`src/cds_pkg.sv`:
```
// constants and month-length lookup for the calendar date-time stepper
// no dependencies; used by cds_leap_chk and calendar_datetime_stepper_top
`default_nettype none

package cds_pkg;

	localparam int unsigned YEAR_W   = 16;
	localparam int unsigned MONTH_W  = 4;
	localparam int unsigned DAY_W    = 5;
	localparam int unsigned HOUR_W   = 5;
	localparam int unsigned MINUTE_W = 6;
	localparam int unsigned SECOND_W = 6;

	localparam logic [6:0] MIN_PER_HOUR = 7'd60;
	localparam logic [6:0] SEC_PER_MIN  = 7'd60;
	localparam logic [5:0] HOUR_PER_DAY = 6'd24;
	localparam logic [4:0] MONTH_PER_YEAR = 5'd12;
	localparam logic [5:0] SECOND_MAX   = 6'd59;
	localparam logic [4:0] HOUR_MAX     = 5'd23;
	localparam logic [5:0] SECOND_STEP  = 6'd2;

	localparam logic [MONTH_W-1:0] MON_JAN = 4'd1;
	localparam logic [MONTH_W-1:0] MON_FEB = 4'd2;
	localparam logic [MONTH_W-1:0] MON_APR = 4'd4;
	localparam logic [MONTH_W-1:0] MON_JUN = 4'd6;
	localparam logic [MONTH_W-1:0] MON_SEP = 4'd9;
	localparam logic [MONTH_W-1:0] MON_NOV = 4'd11;
	localparam logic [MONTH_W-1:0] MON_DEC = 4'd12;

	// divisibility by 25 via the multiplicative inverse mod 2^16
	localparam logic [YEAR_W-1:0] INV25      = 16'h5C29;
	localparam logic [YEAR_W-1:0] DIV25_LIMIT = 16'd2621;

	typedef enum logic {
		MODE_ADD = 1'b0,
		MODE_SUB = 1'b1
	} mode_t;

	function automatic logic [DAY_W-1:0] month_days(input logic [MONTH_W-1:0] m,
		input logic leap);
		logic [DAY_W-1:0] d;
		case (m)
			MON_FEB: d = leap ? 5'd29 : 5'd28;
			MON_APR, MON_JUN, MON_SEP, MON_NOV: d = 5'd30;
			default: d = 5'd31;
		endcase
		return d;
	endfunction

endpackage

`default_nettype wire

```
`src/cds_leap_chk.sv`:
```
// gregorian leap-year test, one register stage deep
// depends on cds_pkg for widths and the divide-by-25 constants
`default_nettype none

module cds_leap_chk (
	input  wire logic                       clk,
	input  wire logic [cds_pkg::YEAR_W-1:0] year,
	output logic                            leap
);

	logic [cds_pkg::YEAR_W-1:0] prod_s1;
	logic [3:0]                 low_s1;
	logic                       div25;

	always_ff @(posedge clk) begin
		prod_s1 <= cds_pkg::YEAR_W'(year * cds_pkg::INV25);
		low_s1  <= year[3:0];
	end

	// year divisible by 25 when the inverse product stays small
	assign div25 = (prod_s1 <= cds_pkg::DIV25_LIMIT);

	// divisible by 4, and not by 100 unless by 400
	assign leap = (low_s1[1:0] == 2'b00) && (!div25 || (low_s1 == 4'd0));

endmodule

`default_nettype wire

```
`src/calendar_datetime_stepper_top.sv`:
```
// top level of the calendar date-time stepper: three-stage pipeline
// depends on cds_pkg and cds_leap_chk
//
// usage:
//   a request is taken at each rising edge with start high and busy low;
//   busy is always low, so one request can enter every cycle
//   mode 0 adds step_minutes, mode 1 subtracts it; carries and borrows run
//   through hour, day, month and year with gregorian february lengths
//   the result appears on new_* with done high for exactly one cycle,
//   once it has passed the stage 1, stage 2 and output registers;
//   throughput is one per cycle
//   stage 1 moves second, minute and hour and starts the leap test
//   (divide-by-25 product), stage 2 finishes the leap test and moves the
//   day, stage 3 moves month and year and handles underflow below year 1
//   the receiver cannot stall; results are never held back
//   reset clears the valid bits of every stage, so done stays low until
//   the first request has gone through; payload registers are not reset
`default_nettype none

module calendar_datetime_stepper_top (
	input  wire logic                         clk,
	input  wire logic                         arst_n,
	input  wire logic                         start,
	output logic                              busy,
	input  wire logic                         mode,
	input  wire logic [cds_pkg::YEAR_W-1:0]   year,
	input  wire logic [cds_pkg::MONTH_W-1:0]  month,
	input  wire logic [cds_pkg::DAY_W-1:0]    day,
	input  wire logic [cds_pkg::HOUR_W-1:0]   hour,
	input  wire logic [cds_pkg::MINUTE_W-1:0] minute,
	input  wire logic [cds_pkg::SECOND_W-1:0] second,
	input  wire logic [cds_pkg::MINUTE_W-1:0] step_minutes,
	output logic                              done,
	output logic [cds_pkg::YEAR_W-1:0]        new_year,
	output logic [cds_pkg::MONTH_W-1:0]       new_month,
	output logic [cds_pkg::DAY_W-1:0]         new_day,
	output logic [cds_pkg::HOUR_W-1:0]        new_hour,
	output logic [cds_pkg::MINUTE_W-1:0]      new_minute,
	output logic [cds_pkg::SECOND_W-1:0]      new_second
);

	localparam int unsigned YW = cds_pkg::YEAR_W;
	localparam int unsigned MW = cds_pkg::MONTH_W;
	localparam int unsigned DW = cds_pkg::DAY_W;
	localparam int unsigned HW = cds_pkg::HOUR_W;
	localparam int unsigned NW = cds_pkg::MINUTE_W;
	localparam int unsigned SW = cds_pkg::SECOND_W;

	logic accept;

	// stage 1 signals
	logic [6:0]    sec_sum;
	logic [6:0]    min_sum;
	logic [5:0]    hour_inc;
	logic [SW-1:0] sec_nx;
	logic [NW-1:0] min_nx;
	logic [HW-1:0] hour_nx;
	logic          hour_move;
	logic          day_move_nx;

	logic          valid_s1;
	cds_pkg::mode_t mode_s1;
	logic [YW-1:0] year_s1;
	logic [MW-1:0] month_s1;
	logic [DW-1:0] day_s1;
	logic [HW-1:0] hour_s1;
	logic [NW-1:0] minute_s1;
	logic [SW-1:0] second_s1;
	logic          day_move_s1;

	// stage 2 signals
	logic          leap;
	logic [MW-1:0] len_month;
	logic [DW-1:0] mlen;
	logic [DW-1:0] day_nx;
	logic          mon_move_nx;

	logic          valid_s2;
	cds_pkg::mode_t mode_s2;
	logic [YW-1:0] year_s2;
	logic [MW-1:0] month_s2;
	logic [DW-1:0] day_s2;
	logic [HW-1:0] hour_s2;
	logic [NW-1:0] minute_s2;
	logic [SW-1:0] second_s2;
	logic          mon_move_s2;

	// stage 3 signals
	logic [4:0]    mon_inc;
	logic [YW-1:0] year_nx;
	logic [MW-1:0] month_nx;
	logic [DW-1:0] day_fin;
	logic [HW-1:0] hour_fin;
	logic [NW-1:0] minute_fin;

	assign busy   = 1'b0;
	assign accept = start && !busy;

	// stage 1: second, minute, hour
	always_comb begin
		sec_sum     = {1'b0, second} + {1'b0, cds_pkg::SECOND_STEP};
		min_sum     = {1'b0, minute} + {1'b0, step_minutes};
		hour_inc    = {1'b0, hour} + 6'd1;
		sec_nx      = second;
		min_nx      = minute;
		hour_nx     = hour;
		hour_move   = 1'b0;
		day_move_nx = 1'b0;
		if (cds_pkg::mode_t'(mode) == cds_pkg::MODE_ADD) begin
			sec_nx = (sec_sum < cds_pkg::SEC_PER_MIN) ? sec_sum[SW-1:0] : '0;
			if (min_sum < cds_pkg::MIN_PER_HOUR) begin
				min_nx = min_sum[NW-1:0];
			end else begin
				min_nx    = NW'(min_sum - cds_pkg::MIN_PER_HOUR);
				hour_move = 1'b1;
			end
			if (hour_move) begin
				if (hour_inc < cds_pkg::HOUR_PER_DAY) begin
					hour_nx = hour_inc[HW-1:0];
				end else begin
					hour_nx     = '0;
					day_move_nx = 1'b1;
				end
			end
		end else begin
			sec_nx = (second >= cds_pkg::SECOND_STEP) ?
				(second - cds_pkg::SECOND_STEP) : cds_pkg::SECOND_MAX;
			if (minute >= step_minutes) begin
				min_nx = minute - step_minutes;
			end else begin
				min_nx    = NW'(cds_pkg::MIN_PER_HOUR) + minute - step_minutes;
				hour_move = 1'b1;
			end
			if (hour_move) begin
				if (hour != '0) begin
					hour_nx = hour - HW'(1);
				end else begin
					hour_nx     = cds_pkg::HOUR_MAX;
					day_move_nx = 1'b1;
				end
			end
		end
	end

	always_ff @(posedge clk or negedge arst_n) begin
		if (!arst_n) begin
			valid_s1 <= 1'b0;
		end else begin
			valid_s1 <= accept;
		end
	end

	always_ff @(posedge clk) begin
		mode_s1     <= cds_pkg::mode_t'(mode);
		year_s1     <= year;
		month_s1    <= month;
		day_s1      <= day;
		hour_s1     <= hour_nx;
		minute_s1   <= min_nx;
		second_s1   <= sec_nx;
		day_move_s1 <= day_move_nx;
	end

	cds_leap_chk u_leap (
		.clk  (clk),
		.year (year),
		.leap (leap)
	);

	// stage 2: day
	always_comb begin
		len_month   = (mode_s1 == cds_pkg::MODE_ADD) ? month_s1 : (month_s1 - MW'(1));
		mlen        = cds_pkg::month_days(len_month, leap);
		day_nx      = day_s1;
		mon_move_nx = 1'b0;
		if (day_move_s1) begin
			if (mode_s1 == cds_pkg::MODE_ADD) begin
				if (day_s1 < mlen) begin
					day_nx = day_s1 + DW'(1);
				end else begin
					day_nx      = DW'(1);
					mon_move_nx = 1'b1;
				end
			end else begin
				if (day_s1 > DW'(1)) begin
					day_nx = day_s1 - DW'(1);
				end else begin
					// january and month zero wrap to december
					day_nx      = (month_s1 > cds_pkg::MON_JAN) ? mlen : DW'(31);
					mon_move_nx = 1'b1;
				end
			end
		end
	end

	always_ff @(posedge clk or negedge arst_n) begin
		if (!arst_n) begin
			valid_s2 <= 1'b0;
		end else begin
			valid_s2 <= valid_s1;
		end
	end

	always_ff @(posedge clk) begin
		mode_s2     <= mode_s1;
		year_s2     <= year_s1;
		month_s2    <= month_s1;
		day_s2      <= day_nx;
		hour_s2     <= hour_s1;
		minute_s2   <= minute_s1;
		second_s2   <= second_s1;
		mon_move_s2 <= mon_move_nx;
	end

	// stage 3: month, year and underflow
	always_comb begin
		mon_inc    = {1'b0, month_s2} + 5'd1;
		year_nx    = year_s2;
		month_nx   = month_s2;
		day_fin    = day_s2;
		hour_fin   = hour_s2;
		minute_fin = minute_s2;
		if (mon_move_s2) begin
			if (mode_s2 == cds_pkg::MODE_ADD) begin
				if (mon_inc <= cds_pkg::MONTH_PER_YEAR) begin
					month_nx = mon_inc[MW-1:0];
				end else begin
					month_nx = cds_pkg::MON_JAN;
					year_nx  = year_s2 + YW'(1);
				end
			end else begin
				if (month_s2 > cds_pkg::MON_JAN) begin
					month_nx = month_s2 - MW'(1);
				end else if (year_s2 > YW'(1)) begin
					month_nx = cds_pkg::MON_DEC;
					year_nx  = year_s2 - YW'(1);
				end else begin
					// below year 1: clear everything but the second
					year_nx    = '0;
					month_nx   = '0;
					day_fin    = '0;
					hour_fin   = '0;
					minute_fin = '0;
				end
			end
		end
	end

	always_ff @(posedge clk or negedge arst_n) begin
		if (!arst_n) begin
			done <= 1'b0;
		end else begin
			done <= valid_s2;
		end
	end

	always_ff @(posedge clk) begin
		new_year   <= year_nx;
		new_month  <= month_nx;
		new_day    <= day_fin;
		new_hour   <= hour_fin;
		new_minute <= minute_fin;
		new_second <= second_s2;
	end

endmodule

`default_nettype wire

```
`config.mk`:
```
export PLATFORM = sky130hd
export DESIGN_NAME = calendar_datetime_stepper_top
export DESIGN_NICKNAME = d
export VERILOG_FILES = /design/src/cds_pkg.sv /design/src/cds_leap_chk.sv /design/src/calendar_datetime_stepper_top.sv
export SDC_FILE = /design/constraint.sdc
export NUM_CORES = 1
export LEC_CHECK = 0
export BUFFER_PORTS_ARGS = -buffer_cell sky130_fd_sc_hd__buf_4
export CAP_MARGIN = 15
export CORE_MARGIN = 4
export CORE_UTILIZATION = 53
export DETAILED_ROUTE_END_ITERATION = 10
export PLACE_DENSITY = 0.77
export SLEW_MARGIN = 20
export SYNTH_ARGS = -nofsm -noshare
export SYNTH_HDL_FRONTEND = slang
export SYNTH_HIERARCHICAL = 1
export SYNTH_SLANG_ARGS = --single-unit
```
`constraint.sdc`:
```
create_clock -name clk -period 2.55 [get_ports clk]
set_clock_uncertainty 0.05 [all_clocks]
set_input_delay 0.1275 -clock clk [delete_from_list [all_inputs] [get_ports clk]]
set_output_delay 0.1275 -clock clk [all_outputs]
set_load 0.005 [all_outputs]
```
==> flow_metrics.tcl <==
set metrics [dict create \
    clock-root-buffer "clkbuf_16" \
    finalWirelength_mm 22.0 \
    vias 7040 \
    netlist.area_leader.share 0.357 \
    final_util 0.767 \
    max_stage_delay_ps 560 \
    max_freq_mhz 322 \
    globalRouteOverflowTotal 0 \
    grt_pass1_vias 6998 \
    layout-drive-gt1-share 0.315 \
    dieWidth_um 132 \
    worstPathArrival_ps 3410 \
    antenna_cells 0 \
    synth_ff_type "dfxtp_1" \
    vdd_drop_max_uv 550 \
    crit_path_start_kind "input port" \
    hold_viol 0 \
    fin_ws_ps -556 \
    slew_viol_final 0 \
    final_cell_count_no_fill 1265 \
    top_layer_used "met4" \
    ys_seq_area_frac 0.366 \
    cts.sinks 147 \
    core-area_um2 14800 \
    io_buffer_count 94 \
    chipHeight_um 132 \
    gp_congestion 0.904 \
    maxSlewHeadroom 0.596 \
    clk_latency_ps 430 \
    status "complete, but fails checks" \
    routedWlPerCell_um 17.4 \
    cts_tree "yes" \
    hold_slack_ps 36.1 \
    cts-buffers-inserted 17 \
    dpl.hpwl_mm 13.7 \
    synth_async_sr_flop_share 0.0204 \
    syn_to_final_growth_pct 39.9 \
    ant_nets 0 \
    grt_start_max_net_pins 31 \
    synth-xor-area-share 0.0412 \
    tightest_slew_ps 606 \
    worstSetupEndpointType "flip-flop" \
    grt_usage 0.241 \
    min_path_type "input port to flip-flop" \
    synth-edff-count 0 \
    synth-seq-cells 147 \
    yosysWarnings 6 \
    drtPass1Iterations 6 \
    synth_top_family_by_area "adder cells" \
    synth_cell_types 80 \
    fp.dieArea_um2 17300 \
    ctsHtreeMaxLevel 4 \
    place_ws_ps -964 \
    p_leak_uw 0.00491 \
    wl_met2_mm 11.3 \
    start_util 0.548 \
    drtIter0Drc 618 \
    critPathSlowestCell "fa_2" \
    syn-cell-area_um2 8090 \
    synth_compound_area_frac 0.131 \
    route.met3.wl_mm 1.08 \
    period_needed_ps 3110 \
    p_total_uw 8710 \
    pin_count 96 \
    cts.clk_slew.worst_paths_ps 70 \
    avgSynthCellArea_um2 9.29 \
    finalSetupViolCount 5 \
    placedCellCount 1185 \
    yosysMostFrequentCell "dfxtp_1" \
    crit_required_ps 2860 \
    yosys.area_share.simple 0.164 \
    synthesis.nets 1040 \
    clockBufferDepth 2 \
    nets 1238 \
    synth_cells 870 \
    period_share 1.22 \
    violations "setup timing" \
    grt_pass1_wl_mm 34.6 \
    maxCapViolCount 0 \
    crit_chain "buf_8 -> ha_4 -> inv_2 -> fa_1 -> inv_2 -> ha_4 -> inv_2 -> fa_2 -> fa_1 -> inv_2 -> ha_4 -> ha_4 -> nor2_4 -> nor2b_2 -> nor2_1 -> a21oi_1 -> xnor2_1" \
    yosys.area.top_type "dfxtp_1" \
    yosys.area_share.adder 0.204 \
    path_class "input port to flip-flop" \
    routed_via_density 5.57 \
    fp-row-count 44 \
    yosys-top-cells-count "dfxtp_1 (144), ha_1 (96), inv_1 (95)" \
    drt-met1-wl_mm 9.24 \
    synthTopCellsByArea "dfxtp_1 (36%), ha_1 (15%), fa_1 (5.4%), inv_1 (4.4%), xnor2_1 (3.1%)" \
    rsz0062_at_grt "yes" \
    crit_path_max_fanout 2 \
    antenna_found_initial 0 \
    synth_mux_area_frac 0.0280 \
    power_density_nw_per_um2 770 \
    drcViolationCount 0 \
]
==> path summary, 6_finish.rpt <==
path	from	to	slack (ps)	depth (start not counted)
setup reg to reg	month_s1[1]	day_s2[1]	70	10
hold reg to reg	hour_s1[4]	hour_s2[4]	270	0
hold / removal	minute[0]	minute_s1[0]	40	4
max in group asynchronous	arst_n	valid_s1	1770	3
setup / recovery	year[8]	u_leap/prod_s1[15]	-560	17
min in group asynchronous	arst_n	done	540	3
==> cell usage in the layout (no fill, tap or decap), types with 6 or more instances in the layout <==
cell             n
buf_4          168
dfxtp_1        142
inv_1           71
ha_1            51
nand2_1         46
nor2_1          43
ha_4            43
nor3_1          42
dlygate4sd3_1   34
nand3_1         32
o21ai_0         29
a21oi_1         28
xnor2_1         25
inv_2           24
nor2b_1         21
mux2i_1         17
fa_1            17
clkbuf_16       17
a31oi_1         14
buf_6           10
xor2_1           8
nor4_1           8
or3_1            8
o31ai_1          7
and3_1           7
nand2b_1         6
o211ai_1         6
==> repair_timing <==
item,4_1_cts,5_1_grt
gates resized for setup,49,44
setup buffers,6,10
pin swaps,47,53
endpoints found under the hold margin,37,0
setup endpoints to repair,10,17
hold buffers,34,0
==> state kept, by name (all words and copies together) (netlist names), 6 cells and up <==
name	flops
new_minute	6
minute_s2	6
new_year	16
u_leap/prod_s1	10
year_s2	16
second_s2	6
second_s1	6
new_second	6
year_s1	16
minute_s1	6
==> power by group <==
group | total [uW] | internal, uW | switching [uW]
sequential | 2740 | 2610 | 125
clock | 2470 | 1390 | 1080
combinational | 3500 | 1860 | 1640
==> worst max-delay path, delay by kind of cell <==
kind | cells | cell delay [ps]
AND/OR/NAND/NOR | 3 | 200
adder cells (fa/ha/maj) | 7 | 2470
AO/OA/AOI/OAI | 1 | 140
buffers and inverters | 5 | 330
XOR/XNOR | 1 | 130
==> stage by stage <==
| stage | cell area, um^2 | setup TNS [ps] |
|---|---|---|
| 4_1_cts | 11000 | -1770 |
| 6_report | 11300 | -2200 |
| 5_1_grt | 11300 | -2590 |
| 3_3_place_gp | 9710 | -5130 |
| 3_5_place_dp | 9710 | -5450 |
| 2_1_floorplan | 8360 | -2540 |
==> layer usage <==
metal / global-route usage / vias to the layer above
met2: 0.424 / 245
li1: - / 3422
met1: 0.300 / 3331
met5: 0 / -
met3: 0.0382 / 42
met4: 0.0863 / 0
==> cell families (layout without fill, tap and decap cells) <==
kind of cell,Yosys count,count (layout)
adders and majority gates,119,119
and+or+nand+nor,254,254
AOI/OAI and AO/OA,154,154
buffers and inverters,136,347
other,1,1
DFF,147,147
muxes,21,21
xor gates and xnor gates,38,38
==> final cells by class <==
type / instances / area (um^2)
multi-input combinational: 587 / 5380
fill: 942 / 3440
sequential: 147 / 2960
timing repair buffer: 216 / 1780
clock buffer: 17 / 425
inverter: 99 / 372
tap: 184 / 230
clock inverter: 15 / 159
Power figures use the tool's default switching activity.
